--- src/rtl/core/sync_type_xor_frame_parser_assert.svh ---
// assertion macros of the frame parser rtl, used by the back end
// expects i_clk and i_rst_n in the scope of each use
`ifndef SYNC_TYPE_XOR_FRAME_PARSER_ASSERT_SVH
`define SYNC_TYPE_XOR_FRAME_PARSER_ASSERT_SVH

// same-cycle implication
`define SXFP_ASSERT_IMP(lbl, ante, cons) \
    lbl: assert property (@(posedge i_clk) disable iff (!i_rst_n) (ante) |-> (cons)) \
        else $error("sxfp assertion failed");

// next-cycle implication
`define SXFP_ASSERT_NXT(lbl, ante, cons) \
    lbl: assert property (@(posedge i_clk) disable iff (!i_rst_n) (ante) |=> (cons)) \
        else $error("sxfp assertion failed");

`endif

--- src/rtl/core/sxfp_pkg.sv ---
// shared types, constants and helpers of the sync framed parser
// no dependencies
`default_nettype none

package sxfp_pkg;

    localparam int MAX_FRAME = 32;
    localparam int QDEPTH    = 2;

    localparam int BYTE_W    = 8;
    localparam int KIND_W    = 2;
    localparam int CFG_LEN_W = 6;
    localparam int LEN_W     = $clog2(MAX_FRAME + 1);
    localparam int IDX_W     = $clog2(MAX_FRAME);
    localparam int SLOT_W    = $clog2(QDEPTH);
    localparam int CNT_W     = $clog2(QDEPTH + 1);
    localparam int MEM_AW    = SLOT_W + IDX_W;

    localparam int NUM_REGS  = 6;
    localparam int REG_IDX_W = $clog2(NUM_REGS);
    localparam int ADDR_W    = REG_IDX_W + 2;
    localparam int APB_W     = 32;

    localparam logic [REG_IDX_W-1:0] REG_SYNC        = REG_IDX_W'(0);
    localparam logic [REG_IDX_W-1:0] REG_CONTROL_TYP = REG_IDX_W'(1);
    localparam logic [REG_IDX_W-1:0] REG_CONTROL_LEN = REG_IDX_W'(2);
    localparam logic [REG_IDX_W-1:0] REG_CONFIG_TYP  = REG_IDX_W'(3);
    localparam logic [REG_IDX_W-1:0] REG_CONFIG_LEN  = REG_IDX_W'(4);
    localparam logic [REG_IDX_W-1:0] REG_DUMP_TYP    = REG_IDX_W'(5);

    localparam logic [KIND_W-1:0] KIND_CONTROL = 2'd0;
    localparam logic [KIND_W-1:0] KIND_CONFIG  = 2'd1;
    localparam logic [KIND_W-1:0] KIND_DUMP    = 2'd2;

    localparam logic [BYTE_W-1:0]    RST_SYNC        = 8'hAA;
    localparam logic [BYTE_W-1:0]    RST_CONTROL_TYP = 8'd0;
    localparam logic [CFG_LEN_W-1:0] RST_CONTROL_LEN = 6'd1;
    localparam logic [BYTE_W-1:0]    RST_CONFIG_TYP  = 8'd1;
    localparam logic [CFG_LEN_W-1:0] RST_CONFIG_LEN  = 6'd1;
    localparam logic [BYTE_W-1:0]    RST_DUMP_TYP    = 8'd2;

    typedef struct packed {
        logic [BYTE_W-1:0]    sync_byte;
        logic [BYTE_W-1:0]    control_type_code;
        logic [CFG_LEN_W-1:0] control_length;
        logic [BYTE_W-1:0]    config_type_code;
        logic [CFG_LEN_W-1:0] config_length;
        logic [BYTE_W-1:0]    dump_type_code;
    } t_cfg;

    // write into the frame store
    typedef struct packed {
        logic              en;
        logic [SLOT_W-1:0] slot;
        logic [IDX_W-1:0]  idx;
        logic [BYTE_W-1:0] data;
    } t_wr;

    // one finished frame handed to the emitter
    typedef struct packed {
        logic [KIND_W-1:0] kind;
        logic [LEN_W-1:0]  len;
        logic              bad;
        logic [BYTE_W-1:0] xsum;
    } t_desc;

    typedef struct packed {
        logic  valid;
        t_desc desc;
    } t_push;

    typedef struct packed {
        logic              full;
        logic [SLOT_W-1:0] wslot;
    } t_qstat;

    function automatic logic [LEN_W-1:0] clamp_len(input logic [CFG_LEN_W-1:0] len);
        logic [LEN_W-1:0] res;
        if (len == '0) begin
            res = LEN_W'(1);
        end else if (int'(len) > MAX_FRAME) begin
            res = LEN_W'(MAX_FRAME);
        end else begin
            res = LEN_W'(len);
        end
        return res;
    endfunction

endpackage

`default_nettype wire

--- src/rtl/core/sxfp_rx_if.sv ---
// byte input channel of the frame parser
// depends on sxfp_pkg
`default_nettype none

interface sxfp_rx_if import sxfp_pkg::*; ();
    logic              valid;
    logic              ready;
    logic [BYTE_W-1:0] rx_value;

    modport source (output valid, output rx_value, input ready);
    modport sink (input valid, input rx_value, output ready);
endinterface

`default_nettype wire

--- src/rtl/core/sxfp_frame_if.sv ---
// result channel of the frame parser
// depends on sxfp_pkg
`default_nettype none

interface sxfp_frame_if import sxfp_pkg::*; ();
    logic              valid;
    logic              ready;
    logic [BYTE_W-1:0] frame_byte;
    logic [KIND_W-1:0] frame_kind;
    logic              checksum_bad;
    logic              last_of_frame;

    modport source (output valid, output frame_byte, output frame_kind,
                    output checksum_bad, output last_of_frame, input ready);
    modport sink (input valid, input frame_byte, input frame_kind,
                  input checksum_bad, input last_of_frame, output ready);
endinterface

`default_nettype wire

--- src/rtl/core/sync_type_xor_frame_parser.sv ---
// sync byte framed parser with xor checksum: the checksum byte transfer registers the frame
// in the queue, then its results leave the output register one per cycle under no backpressure
// input takes one byte per cycle; it stalls only while two finished frames wait
// in the emitter queue, whose double frame store sets that limit
// i_rst_n is synchronous, active low; it clears control state and the queue,
// the frame store keeps its contents and needs no clearing pass
`default_nettype none

module sync_type_xor_frame_parser import sxfp_pkg::*; (
    input  logic              i_clk,
    input  logic              i_rst_n,
    sxfp_rx_if.sink           i_rx,
    sxfp_frame_if.source      o_frame,
    input  logic              psel,
    input  logic              penable,
    input  logic              pwrite,
    input  logic [ADDR_W-1:0] paddr,
    input  logic [APB_W-1:0]  pwdata,
    output logic [APB_W-1:0]  prdata,
    output logic              pready
);

    t_cfg   cfg;
    t_wr    wr;
    t_push  push;
    t_qstat qstat;

    sxfp_regs u_regs (
        .i_clk   (i_clk),
        .i_rst_n (i_rst_n),
        .psel    (psel),
        .penable (penable),
        .pwrite  (pwrite),
        .paddr   (paddr),
        .pwdata  (pwdata),
        .prdata  (prdata),
        .pready  (pready),
        .o_cfg   (cfg)
    );

    sxfp_front u_front (
        .i_clk   (i_clk),
        .i_rst_n (i_rst_n),
        .i_rx    (i_rx),
        .i_cfg   (cfg),
        .i_qstat (qstat),
        .o_wr    (wr),
        .o_push  (push)
    );

    sxfp_back u_back (
        .i_clk   (i_clk),
        .i_rst_n (i_rst_n),
        .i_wr    (wr),
        .i_push  (push),
        .o_qstat (qstat),
        .o_frame (o_frame)
    );

endmodule

`default_nettype wire

--- src/rtl/core/sxfp_regs.sv ---
// apb configuration registers of the frame parser
// depends on sxfp_pkg
`default_nettype none

module sxfp_regs import sxfp_pkg::*; (
    input  logic              i_clk,
    input  logic              i_rst_n,
    input  logic              psel,
    input  logic              penable,
    input  logic              pwrite,
    input  logic [ADDR_W-1:0] paddr,
    input  logic [APB_W-1:0]  pwdata,
    output logic [APB_W-1:0]  prdata,
    output logic              pready,
    output t_cfg              o_cfg
);

    t_cfg                 r_cfg;
    logic                 wr_en;
    logic [REG_IDX_W-1:0] reg_idx;

    assign pready  = 1'b1;
    assign wr_en   = psel && penable && pwrite;
    assign reg_idx = paddr[ADDR_W-1:2];

    always_ff @(posedge i_clk) begin
        if (!i_rst_n) begin
            r_cfg.sync_byte         <= RST_SYNC;
            r_cfg.control_type_code <= RST_CONTROL_TYP;
            r_cfg.control_length    <= RST_CONTROL_LEN;
            r_cfg.config_type_code  <= RST_CONFIG_TYP;
            r_cfg.config_length     <= RST_CONFIG_LEN;
            r_cfg.dump_type_code    <= RST_DUMP_TYP;
        end else if (wr_en) begin
            unique case (reg_idx)
                REG_SYNC:        r_cfg.sync_byte         <= pwdata[BYTE_W-1:0];
                REG_CONTROL_TYP: r_cfg.control_type_code <= pwdata[BYTE_W-1:0];
                REG_CONTROL_LEN: r_cfg.control_length    <= pwdata[CFG_LEN_W-1:0];
                REG_CONFIG_TYP:  r_cfg.config_type_code  <= pwdata[BYTE_W-1:0];
                REG_CONFIG_LEN:  r_cfg.config_length     <= pwdata[CFG_LEN_W-1:0];
                REG_DUMP_TYP:    r_cfg.dump_type_code    <= pwdata[BYTE_W-1:0];
                default: ;
            endcase
        end
    end

    always_comb begin
        unique case (reg_idx)
            REG_SYNC:        prdata = APB_W'(r_cfg.sync_byte);
            REG_CONTROL_TYP: prdata = APB_W'(r_cfg.control_type_code);
            REG_CONTROL_LEN: prdata = APB_W'(r_cfg.control_length);
            REG_CONFIG_TYP:  prdata = APB_W'(r_cfg.config_type_code);
            REG_CONFIG_LEN:  prdata = APB_W'(r_cfg.config_length);
            REG_DUMP_TYP:    prdata = APB_W'(r_cfg.dump_type_code);
            default:         prdata = '0;
        endcase
    end

    assign o_cfg = r_cfg;

endmodule

`default_nettype wire

--- src/rtl/core/sxfp_front.sv ---
// front end: sync hunt, type check, byte capture and checksum compare
// depends on sxfp_pkg and sxfp_rx_if
`default_nettype none

module sxfp_front import sxfp_pkg::*; (
    input  logic   i_clk,
    input  logic   i_rst_n,
    sxfp_rx_if.sink i_rx,
    input  t_cfg   i_cfg,
    input  t_qstat i_qstat,
    output t_wr    o_wr,
    output t_push  o_push
);

    typedef enum logic [3:0] {
        PH_HUNT = 4'b0001,
        PH_TYPE = 4'b0010,
        PH_BODY = 4'b0100,
        PH_SUM  = 4'b1000
    } t_phase;

    t_phase            r_phase, n_phase;
    logic [LEN_W-1:0]  r_fill, n_fill;
    logic [LEN_W-1:0]  r_want, n_want;
    logic [KIND_W-1:0] r_kind, n_kind;
    logic [BYTE_W-1:0] r_xor, n_xor;
    logic              acc;
    logic [BYTE_W-1:0] b;
    logic [LEN_W-1:0]  fill_inc;

    assign i_rx.ready = !i_qstat.full;
    assign acc        = i_rx.valid && i_rx.ready;
    assign b          = i_rx.rx_value;
    assign fill_inc   = r_fill + LEN_W'(1);

    always_comb begin
        n_phase = r_phase;
        n_fill  = r_fill;
        n_want  = r_want;
        n_kind  = r_kind;
        n_xor   = r_xor;
        o_wr    = '0;
        o_push  = '0;
        if (acc) begin
            unique case (r_phase)
                PH_HUNT: begin
                    if (b == i_cfg.sync_byte) begin
                        n_phase = PH_TYPE;
                    end
                end
                PH_TYPE: begin
                    n_phase = PH_HUNT;
                    priority if (b == i_cfg.control_type_code) begin
                        n_kind = KIND_CONTROL;
                        n_want = clamp_len(i_cfg.control_length);
                    end else if (b == i_cfg.config_type_code) begin
                        n_kind = KIND_CONFIG;
                        n_want = clamp_len(i_cfg.config_length);
                    end else if (b == i_cfg.dump_type_code) begin
                        n_kind = KIND_DUMP;
                        n_want = LEN_W'(1);
                    end else begin
                        n_kind = r_kind;
                    end
                    if (b == i_cfg.control_type_code || b == i_cfg.config_type_code ||
                        b == i_cfg.dump_type_code) begin
                        o_wr.en   = 1'b1;
                        o_wr.slot = i_qstat.wslot;
                        o_wr.idx  = '0;
                        o_wr.data = b;
                        n_fill    = LEN_W'(1);
                        n_xor     = b;
                        n_phase   = (n_want == LEN_W'(1)) ? PH_SUM : PH_BODY;
                    end
                end
                PH_BODY: begin
                    o_wr.en   = 1'b1;
                    o_wr.slot = i_qstat.wslot;
                    o_wr.idx  = r_fill[IDX_W-1:0];
                    o_wr.data = b;
                    n_fill    = fill_inc;
                    n_xor     = r_xor ^ b;
                    if (fill_inc >= r_want) begin
                        n_phase = PH_SUM;
                    end
                end
                PH_SUM: begin
                    o_push.valid     = 1'b1;
                    o_push.desc.kind = r_kind;
                    o_push.desc.len  = r_fill;
                    o_push.desc.bad  = (r_xor != b);
                    o_push.desc.xsum = r_xor;
                    n_phase          = PH_HUNT;
                end
                default: n_phase = PH_HUNT;
            endcase
        end
    end

    always_ff @(posedge i_clk) begin
        if (!i_rst_n) begin
            r_phase <= PH_HUNT;
            r_fill  <= '0;
            r_want  <= '0;
            r_kind  <= KIND_CONTROL;
            r_xor   <= '0;
        end else begin
            r_phase <= n_phase;
            r_fill  <= n_fill;
            r_want  <= n_want;
            r_kind  <= n_kind;
            r_xor   <= n_xor;
        end
    end

endmodule

`default_nettype wire

--- src/rtl/core/sxfp_back.sv ---
// back end: frame queue, double frame store and result emitter
// depends on sxfp_pkg, sxfp_frame_if and the assertion macro header
`default_nettype none
`include "sync_type_xor_frame_parser_assert.svh"

module sxfp_back import sxfp_pkg::*; (
    input  logic            i_clk,
    input  logic            i_rst_n,
    input  t_wr             i_wr,
    input  t_push           i_push,
    output t_qstat          o_qstat,
    sxfp_frame_if.source    o_frame
);

    logic [BYTE_W-1:0] r_mem [QDEPTH*MAX_FRAME];
    t_desc             r_q [QDEPTH];
    logic [SLOT_W-1:0] r_wptr, r_rptr;
    logic [CNT_W-1:0]  r_cnt;
    logic [IDX_W-1:0]  r_idx;
    logic              r_ov;
    logic [BYTE_W-1:0] r_byte;
    logic [KIND_W-1:0] r_kind;
    logic              r_bad;
    logic              r_last;

    t_desc             head;
    logic              can_issue;
    logic              issue;
    logic              last_item;
    logic              pop;

    assign head      = r_q[r_rptr];
    assign can_issue = !r_ov || o_frame.ready;
    assign issue     = (r_cnt != '0) && can_issue;
    assign last_item = head.bad || ((LEN_W'(r_idx) + LEN_W'(1)) == head.len);
    assign pop       = issue && last_item;

    always_ff @(posedge i_clk) begin
        if (i_wr.en) begin
            r_mem[{i_wr.slot, i_wr.idx}] <= i_wr.data;
        end
        if (issue) begin
            r_byte <= head.bad ? head.xsum : r_mem[{r_rptr, r_idx}];
            r_kind <= head.kind;
            r_bad  <= head.bad;
            r_last <= last_item;
        end
        if (i_push.valid) begin
            r_q[r_wptr] <= i_push.desc;
        end
    end

    always_ff @(posedge i_clk) begin
        if (!i_rst_n) begin
            r_wptr <= '0;
            r_rptr <= '0;
            r_cnt  <= '0;
            r_idx  <= '0;
            r_ov   <= 1'b0;
        end else begin
            if (i_push.valid) begin
                r_wptr <= r_wptr + SLOT_W'(1);
            end
            if (pop) begin
                r_rptr <= r_rptr + SLOT_W'(1);
            end
            unique case ({i_push.valid, pop})
                2'b10:   r_cnt <= r_cnt + CNT_W'(1);
                2'b01:   r_cnt <= r_cnt - CNT_W'(1);
                default: r_cnt <= r_cnt;
            endcase
            if (issue) begin
                r_idx <= pop ? '0 : r_idx + IDX_W'(1);
                r_ov  <= 1'b1;
            end else if (o_frame.ready) begin
                r_ov  <= 1'b0;
            end
        end
    end

    assign o_qstat.full  = (r_cnt == CNT_W'(QDEPTH));
    assign o_qstat.wslot = r_wptr;

    assign o_frame.valid         = r_ov;
    assign o_frame.frame_byte    = r_byte;
    assign o_frame.frame_kind    = r_kind;
    assign o_frame.checksum_bad  = r_bad;
    assign o_frame.last_of_frame = r_last;

    `SXFP_ASSERT_IMP(a_cnt_range, 1'b1, r_cnt <= CNT_W'(QDEPTH))
    `SXFP_ASSERT_IMP(a_no_overflow, i_push.valid, r_cnt < CNT_W'(QDEPTH))
    `SXFP_ASSERT_NXT(a_err_is_last, issue && head.bad, r_last && r_bad)

endmodule

`default_nettype wire

--- src/flat_wrapper.sv ---
// flat-port wrapper written by rule: the top's interface ports become plain ports
module sync_type_xor_frame_parser_flat import sxfp_pkg::*;
  (i_clk, i_rst_n, psel, penable, pwrite, paddr, pwdata, prdata, pready, i_rx_valid, i_rx_rx_value, i_rx_ready, o_frame_valid, o_frame_frame_byte, o_frame_frame_kind, o_frame_checksum_bad, o_frame_last_of_frame, o_frame_ready);
  sxfp_rx_if i_rx_i ();
  sxfp_frame_if o_frame_i ();
  input  logic i_clk;
  input  logic i_rst_n;
  input  logic psel;
  input  logic penable;
  input  logic pwrite;
  input  logic [ADDR_W-1:0] paddr;
  input  logic [APB_W-1:0] pwdata;
  output logic [APB_W-1:0] prdata;
  output logic pready;
  input wire logic [$bits(i_rx_i.valid)-1:0] i_rx_valid;
  input wire logic [$bits(i_rx_i.rx_value)-1:0] i_rx_rx_value;
  output wire logic [$bits(i_rx_i.ready)-1:0] i_rx_ready;
  output wire logic [$bits(o_frame_i.valid)-1:0] o_frame_valid;
  output wire logic [$bits(o_frame_i.frame_byte)-1:0] o_frame_frame_byte;
  output wire logic [$bits(o_frame_i.frame_kind)-1:0] o_frame_frame_kind;
  output wire logic [$bits(o_frame_i.checksum_bad)-1:0] o_frame_checksum_bad;
  output wire logic [$bits(o_frame_i.last_of_frame)-1:0] o_frame_last_of_frame;
  input wire logic [$bits(o_frame_i.ready)-1:0] o_frame_ready;
  assign i_rx_i.valid = i_rx_valid;
  assign i_rx_i.rx_value = i_rx_rx_value;
  assign i_rx_ready = i_rx_i.ready;
  assign o_frame_valid = o_frame_i.valid;
  assign o_frame_frame_byte = o_frame_i.frame_byte;
  assign o_frame_frame_kind = o_frame_i.frame_kind;
  assign o_frame_checksum_bad = o_frame_i.checksum_bad;
  assign o_frame_last_of_frame = o_frame_i.last_of_frame;
  assign o_frame_i.ready = o_frame_ready;
  sync_type_xor_frame_parser u_core (.i_clk(i_clk), .i_rst_n(i_rst_n), .i_rx(i_rx_i), .o_frame(o_frame_i), .psel(psel), .penable(penable), .pwrite(pwrite), .paddr(paddr), .pwdata(pwdata), .prdata(prdata), .pready(pready));
endmodule
--- config.mk ---
export PLATFORM = sky130hd
export DESIGN_NAME = sync_type_xor_frame_parser_flat
export DESIGN_NICKNAME = d
export VERILOG_FILES = /design/src/rtl/core/sxfp_pkg.sv /design/src/rtl/core/sxfp_rx_if.sv /design/src/rtl/core/sxfp_frame_if.sv /design/src/rtl/core/sync_type_xor_frame_parser.sv /design/src/rtl/core/sxfp_regs.sv /design/src/rtl/core/sxfp_front.sv /design/src/rtl/core/sxfp_back.sv /design/src/flat_wrapper.sv
export VERILOG_INCLUDE_DIRS = /design/src /design/src/rtl/core
export SDC_FILE = /design/constraint.sdc
export NUM_CORES = 1
export LEC_CHECK = 0
export ABC_AREA = 0
export BUFFER_PORTS_ARGS = -buffer_cell sky130_fd_sc_hd__buf_2
export CAP_MARGIN = 20
export CORE_UTILIZATION = 55
export DETAILED_ROUTE_END_ITERATION = 8
export GPL_TIMING_DRIVEN = 1
export PLACE_DENSITY_LB_ADDON = 0.3
export SYNTH_ARGS = -nofsm -noshare
export SYNTH_HDL_FRONTEND = slang
export SYNTH_SLANG_ARGS = --single-unit
--- constraint.sdc ---
create_clock -name i_clk -period 3.9 [get_ports i_clk]
set_input_delay 0.78 -clock i_clk [delete_from_list [all_inputs] [get_ports i_clk]]
set_output_delay 0.78 -clock i_clk [all_outputs]
set_load 0.01 [all_outputs]
* Yosys cells after proc, flatten, opt, wreduce, memory -nomap -nowiden
Memories as Yosys holds them, arrays and structs flattened. A register that Yosys moved wholly into a read port is not among the register bits. Index checks and enable logic that the tools add are counted.
Storage, ports and cells: bits in registers 92, RAM bits 546, word-level logic and storage cells 122, memories 2
Operators by class: bitwise gates (word level) 1, reduce and logical (&&, ||, !) cells 29, add/subtract/negate cells 7, order comparisons 3, mux-type cells 38, eq/ne operators 22
Memory list:
- u_core.u_back.r_mem | depth 64, width 8, rd ports 1, clocked after Yosys merged registers in 0, write ports 1, RTL line sxfp_back.sv:15 | logic [BYTE_W-1:0] r_mem [QDEPTH*MAX_FRAME];
- u_core.u_back.r_q | depth 2, width 17, rd ports 1, clocked after Yosys merged registers in 1, write ports 1, RTL line sxfp_back.sv:16 | t_desc r_q [QDEPTH];
Operators by type and width (count):
- 6-bit 2-to-1 mux | 10
- 8-bit one-hot mux with 6 select lines | 1
- 18-bit 2-to-1 mux | 2
- 8-bit equality test | 4
- 15-bit 2-to-1 mux | 2
- 15-bit one-hot mux with 2 select lines | 1
- 4-bit 2-to-1 mux | 4
- 8-bit 2-to-1 mux | 2
- 8-bit one-hot mux with 2 select lines | 1
- 2-bit AND reduction | 7
- 6-bit greater-than comparator (second input constant) | 2
- 6-bit logical NOT | 2
- 4-bit one-hot mux with 3 select lines | 1
- 6-bit one-hot mux with 2 select lines | 1
- 3-bit AND reduction | 3
- 1-bit 2-to-1 mux | 8
- 8-bit inequality test | 1
- 2-bit nonzero test | 4
- 8-bit XOR | 1
- 5-bit by 1-bit adder with 6-bit output (second input constant) | 1
- 6-bit by 1-bit adder with 6-bit output (second input constant) | 1
- 3-bit by 2-bit equality test with 1-bit output (second input constant) | 2
- 3-bit equality test (second input constant) | 2
- 6-bit by 1-bit equality test with 1-bit output (second input constant) | 1
- other kinds (22) | 36

* Depth between registers and ports, before layout
depth in word-level cells 11, depth in mapped cells 11, gate-level depth less buffers 10

* Modules after synthesis
From an unflattened synthesis, not the netlist that was laid out.
Unflattened totals: cell total of the unflattened synthesis 1617, area, all modules 27082.2 um^2
By module, submodules not included:
- sxfp_back | cells an instance 1086, times used 1, seq. area each 16976.3 um^2, area each 22416.5 um^2
- sxfp_front | cells an instance 294, times used 1, seq. area each 520.5 um^2, area each 2374.8 um^2
- sxfp_regs | cells an instance 237, times used 1, seq. area each 880.8 um^2, area each 2290.9 um^2

* Worst setup path after synthesis
Ideal clock, no wire load.
path kind in2reg, from in i_rx_rx_value[0], to mem u_core.u_back.r_mem[0][0] (data pin), data arrival time 3235 ps, stages on the path 10, buffers on the path 4, setup time 367 ps, path slack 298 ps, cells stage by stage buf_2 > xnor2_1 > nand4_1 > nor2_1 > clkbuf_1 > o31ai_1 > a21oi_1 > buf_2 > clkbuf_1 > and2_1
RTL lines:
- start: declaration | RTL line flat_wrapper.sv:16 | input wire logic [$bits(i_rx_i.rx_value)-1:0] i_rx_rx_value;
- end: declaration | RTL line sxfp_back.sv:15

* Worst setup path after layout
from reg u_core.u_back.r_idx[1], to reg u_core.u_back.r_byte[5], in the netlist u_core.u_back.o_frame.frame_byte[5] (data pin)
Between the ends: longest elaborated chain between the ends 2
RTL lines:
- start: declaration | RTL line sxfp_back.sv:19 | logic [IDX_W-1:0] r_idx;
- start signal: assignment | RTL line sxfp_back.sv:73 | r_idx <= pop ? '0 : r_idx + IDX_W'(1);
- memory read 64 x 8 bit
- 8-bit 2-to-1 mux | RTL line sxfp_back.sv:43 | r_byte <= head.bad ? head.xsum : r_mem[{r_rptr, r_idx}];
- end signal: assignment | RTL line sxfp_back.sv:43
- end: declaration | RTL line sxfp_back.sv:21 | logic [BYTE_W-1:0] r_byte;
No other way between the ends. A chain may end at the register's enable or synchronous reset.

==> summary.md <==
| Metric | Value |
|---|---|
| CP Launch Type | register |
| Post-route cell area | 0.0298 mm2 |
| Antenna Nets Post-Route | 0 |
| Placed Instance Area | 0.0276 mm2 |
| Met2 routed WL | 28400 um |
| WS Path Type | register to register |
| Setup_tns | 0 ps |
| DRT iter0 DRCs | 1357 |
| Post-DP HPWL | 35500 um |
| Worst relative slew slack | 43.8% |
| Required @ worst endpoint | 4270 ps |
| DRT Wirelength | 56700 um |
| Area growth from synthesis to layout | 13.4% |
| Fin Hold WS | 453 ps |
| PnR Total Power | 0.0141 W |
| Setup-failing EPs final | 0 |
| Max layer used | met5 |
| Met1 Wirelength | 22400 um |
| Sequential cell area fraction in the yosys report | 69.9% |
| Synth Cell Area | 0.0263 mm2 |
| Full die area | 0.0487 mm2 |
| Die Y | 221 um |
| Unrepaired setup endpoints after global routing | no |
| Hold_buf cts | 0 |
| Starting density of the core | 56.1% |
| Residual DRC | 1 |
| Largest net degree at the start of global routing | 65 |
| Max Cap Viol | 0 |
| Tmin final | 3050 ps |
| Most frequent cells in the layout | edfxtp_1, mux4_2, nor2_1 |
| R2r setup slk | 850 ps |
| Initial DRT Pass Iterations | 7 |
| Hold Fails Final Rpt | 0 |
| Via-per-instance ratio | 6.12 |
| Number of synthesized flops with an enable pin | 558 |
| Skew final | 19.3 ps |
| Placed instance count | 2133 |
| Post-Syn Instances | 1491 |
| I/O Pins | 99 |
| PostCTS Resize Cnt | 0 |
| Grt ovf | 0 |
| Root buf cell | clkbuf_16 |
| Global Route Usage Sum | 23.8% |
| Synth Register Bits | 639 |
| Post-synth cell types | 54 |
| Fmax | 0.328 GHz |
| Antenna violations before repair | 3 |
| CTS tree | yes |
| Ys flop type | edfxtp_1 |
| Critical path fanouts, max | 38 |
| Final critical-path share of the clock period | 78.2% |
| First-pass GRT wire length | 84700 um |
| Final GP Congestion | 0.836 |
| Type of the most critical hold path | primary input to register |
| Layout cell share with drive strength beyond 1 | 26.1% |
| Status | finished with violations |
| Max VDD drop | 0.329 mV |
| Failing checks | DRC |
| Ys async rst share | 0% |
| Antenna Cells | 0 |
| Clock Pin Slew Worst Setup and Hold Paths | 60 ps |
| IO Port Bufs | 47 |
| Leak | 8.11 nW |
| Post-Synthesis Mean Instance Area | 17.6 um2 |
| Core area | 0.0469 mm2 |
| Critical Path Sink Type | register |
| Num CTS Buffers | 61 |
| Clock Path Buffers | 3 |
| Postcts setup bufs | 0 |
| Clk_lat worst skew | 620 ps |
| Site Rows | 79 |
| Commonest non-fill, non-tap cell in the layout | edfxtp_1 |
| Met3 routed WL | 3900 um |
| Cell Count, Final, Fillers Out | 2246 |
| Max-slew violations | 0 |
| Die X | 221 um |
| Pwr Density | 473 mW/mm2 |
| Final nets | 1650 |
| Vias in the first global route | 13498 |
| Via count | 13743 |
| Tightest Pin Transition | 840 ps |
| Worst EP arrival | 3420 ps |
| Htree depth | 2 |
| Synth warn | 0 |
| Wirelength per Cell | 25.3 um |
| CTS Sinks | 639 |
[sequential cells by signal, summed over array words and instances (netlist names), named ones only]
| signal | flops |
|---|---|
| u_core.u_back.o_frame.checksum_bad | 1 |
| u_core.u_back.o_frame.frame_byte | 8 |
| u_core.u_back.o_frame.frame_kind | 2 |
| u_core.u_back.o_frame.last_of_frame | 1 |
| u_core.u_back.o_frame.valid | 1 |
| u_core.u_back.r_cnt | 2 |
| u_core.u_back.r_idx | 5 |
| u_core.u_back.r_mem | 512 |
| u_core.u_back.r_q | 34 |
| u_core.u_back.r_rptr | 1 |
| u_core.u_back.r_wptr | 1 |
| u_core.u_front.r_fill | 6 |
| u_core.u_front.r_kind | 2 |
| u_core.u_front.r_phase | 4 |
| u_core.u_front.r_want | 6 |
| u_core.u_front.r_xor | 8 |
| u_core.u_regs.o_cfg | 44 |
[kinds of logic (layout without fill, tap and decap cells)]
| family | count (synthesis) | count (layout) | synth area share, % |
|---|---|---|---|
| multiplexers | 237 | 237 | 17.2 |
| flip-flops | 639 | 639 | 69.9 |
| XOR/XNOR | 57 | 57 | 1.90 |
| AND/OR/NAND/NOR | 316 | 316 | 5.67 |
| other | 2 | 25 | 0.0286 |
| AO/OA/AOI/OAI | 105 | 105 | 2.53 |
| buffers and inverters | 126 | 251 | 2.38 |
| adder cells (fa/ha/maj) | 9 | 9 | 0.428 |
[final timing paths]
| kind | start | endpoint | cells after the start |
|---|---|---|---|
| max reg2reg | u_core.u_back.r_idx[1]$_SDFFE_PN0P_ | u_core.u_back.o_frame.frame_byte[5]$_DFFE_PP_ | 6 |
| min reg2reg | u_core.u_front.r_phase[2]$_SDFFE_PN0P_ | u_core.u_front.r_phase[2]$_SDFFE_PN0P_ | 2 |
| max | u_core.u_back.r_idx[1]$_SDFFE_PN0P_ | u_core.u_back.o_frame.frame_byte[5]$_DFFE_PP_ | 6 |
| min | pwdata[7] | u_core.u_regs.o_cfg[43]$_SDFFE_PN1P_ | 3 |
[worst max-delay path, stage by stage, from the launching register on]
cell	delay (ps)
dfxtp_4	740
buf_4	390
mux4_2	350
mux4_2	540
mux4_2	570
nand2_1	90
o21ai_1	60
[cell usage after synthesis (24+ instances only)]
cell / count / area [um2]
a21oi_1: 29 / 145
and2_1: 28 / 175
buf_2: 24 / 120
buf_4: 27 / 203
clkbuf_1: 51 / 191
dfxtp_1: 81 / 1620
edfxtp_1: 558 / 16800
mux2i_1: 59 / 591
mux4_2: 170 / 3830
nand2_1: 49 / 184
nor2_1: 146 / 548
xnor2_1: 35 / 307
[through the flow]
stage / util (%) / worst slack (ps)
after floorplan: - / 298
after global placement: 58.8 / 393
after detailed placement: 58.8 / 311
after CTS: 63.6 / 856
after global routing: 63.6 / 661
final: 63.6 / 851
[per-layer routing]
layer  global-route usage (%)  up-vias
li1                         -     6016
met1                     31.8     7059
met2                     39.0      532
met3                     4.47      130
met4                     9.11        6
met5                        0        -
[final cells by class]
type | count | area, um2
sequential | 639 | 18400
fill | 3137 | 17100
multi-input combinational | 749 | 7380
clock buffer | 70 | 1570
timing repair buffer | 126 | 978
tap | 607 | 759
clock inverter | 43 | 673
inverter | 12 | 45.0
[report_power, final]
part | leakage (nW) | total [W] | switching (W) | internal [W]
logic | 2.40 | 0.000251 | 0.000155 | 0.0000959
registers | 4.63 | 0.00736 | 0.0000183 | 0.00734
clock network | 1.08 | 0.00650 | 0.00253 | 0.00396
total | 8.11 | 0.0141 | 0.00271 | 0.0114
No activity file was read; power rests on OpenSTA's default activity.
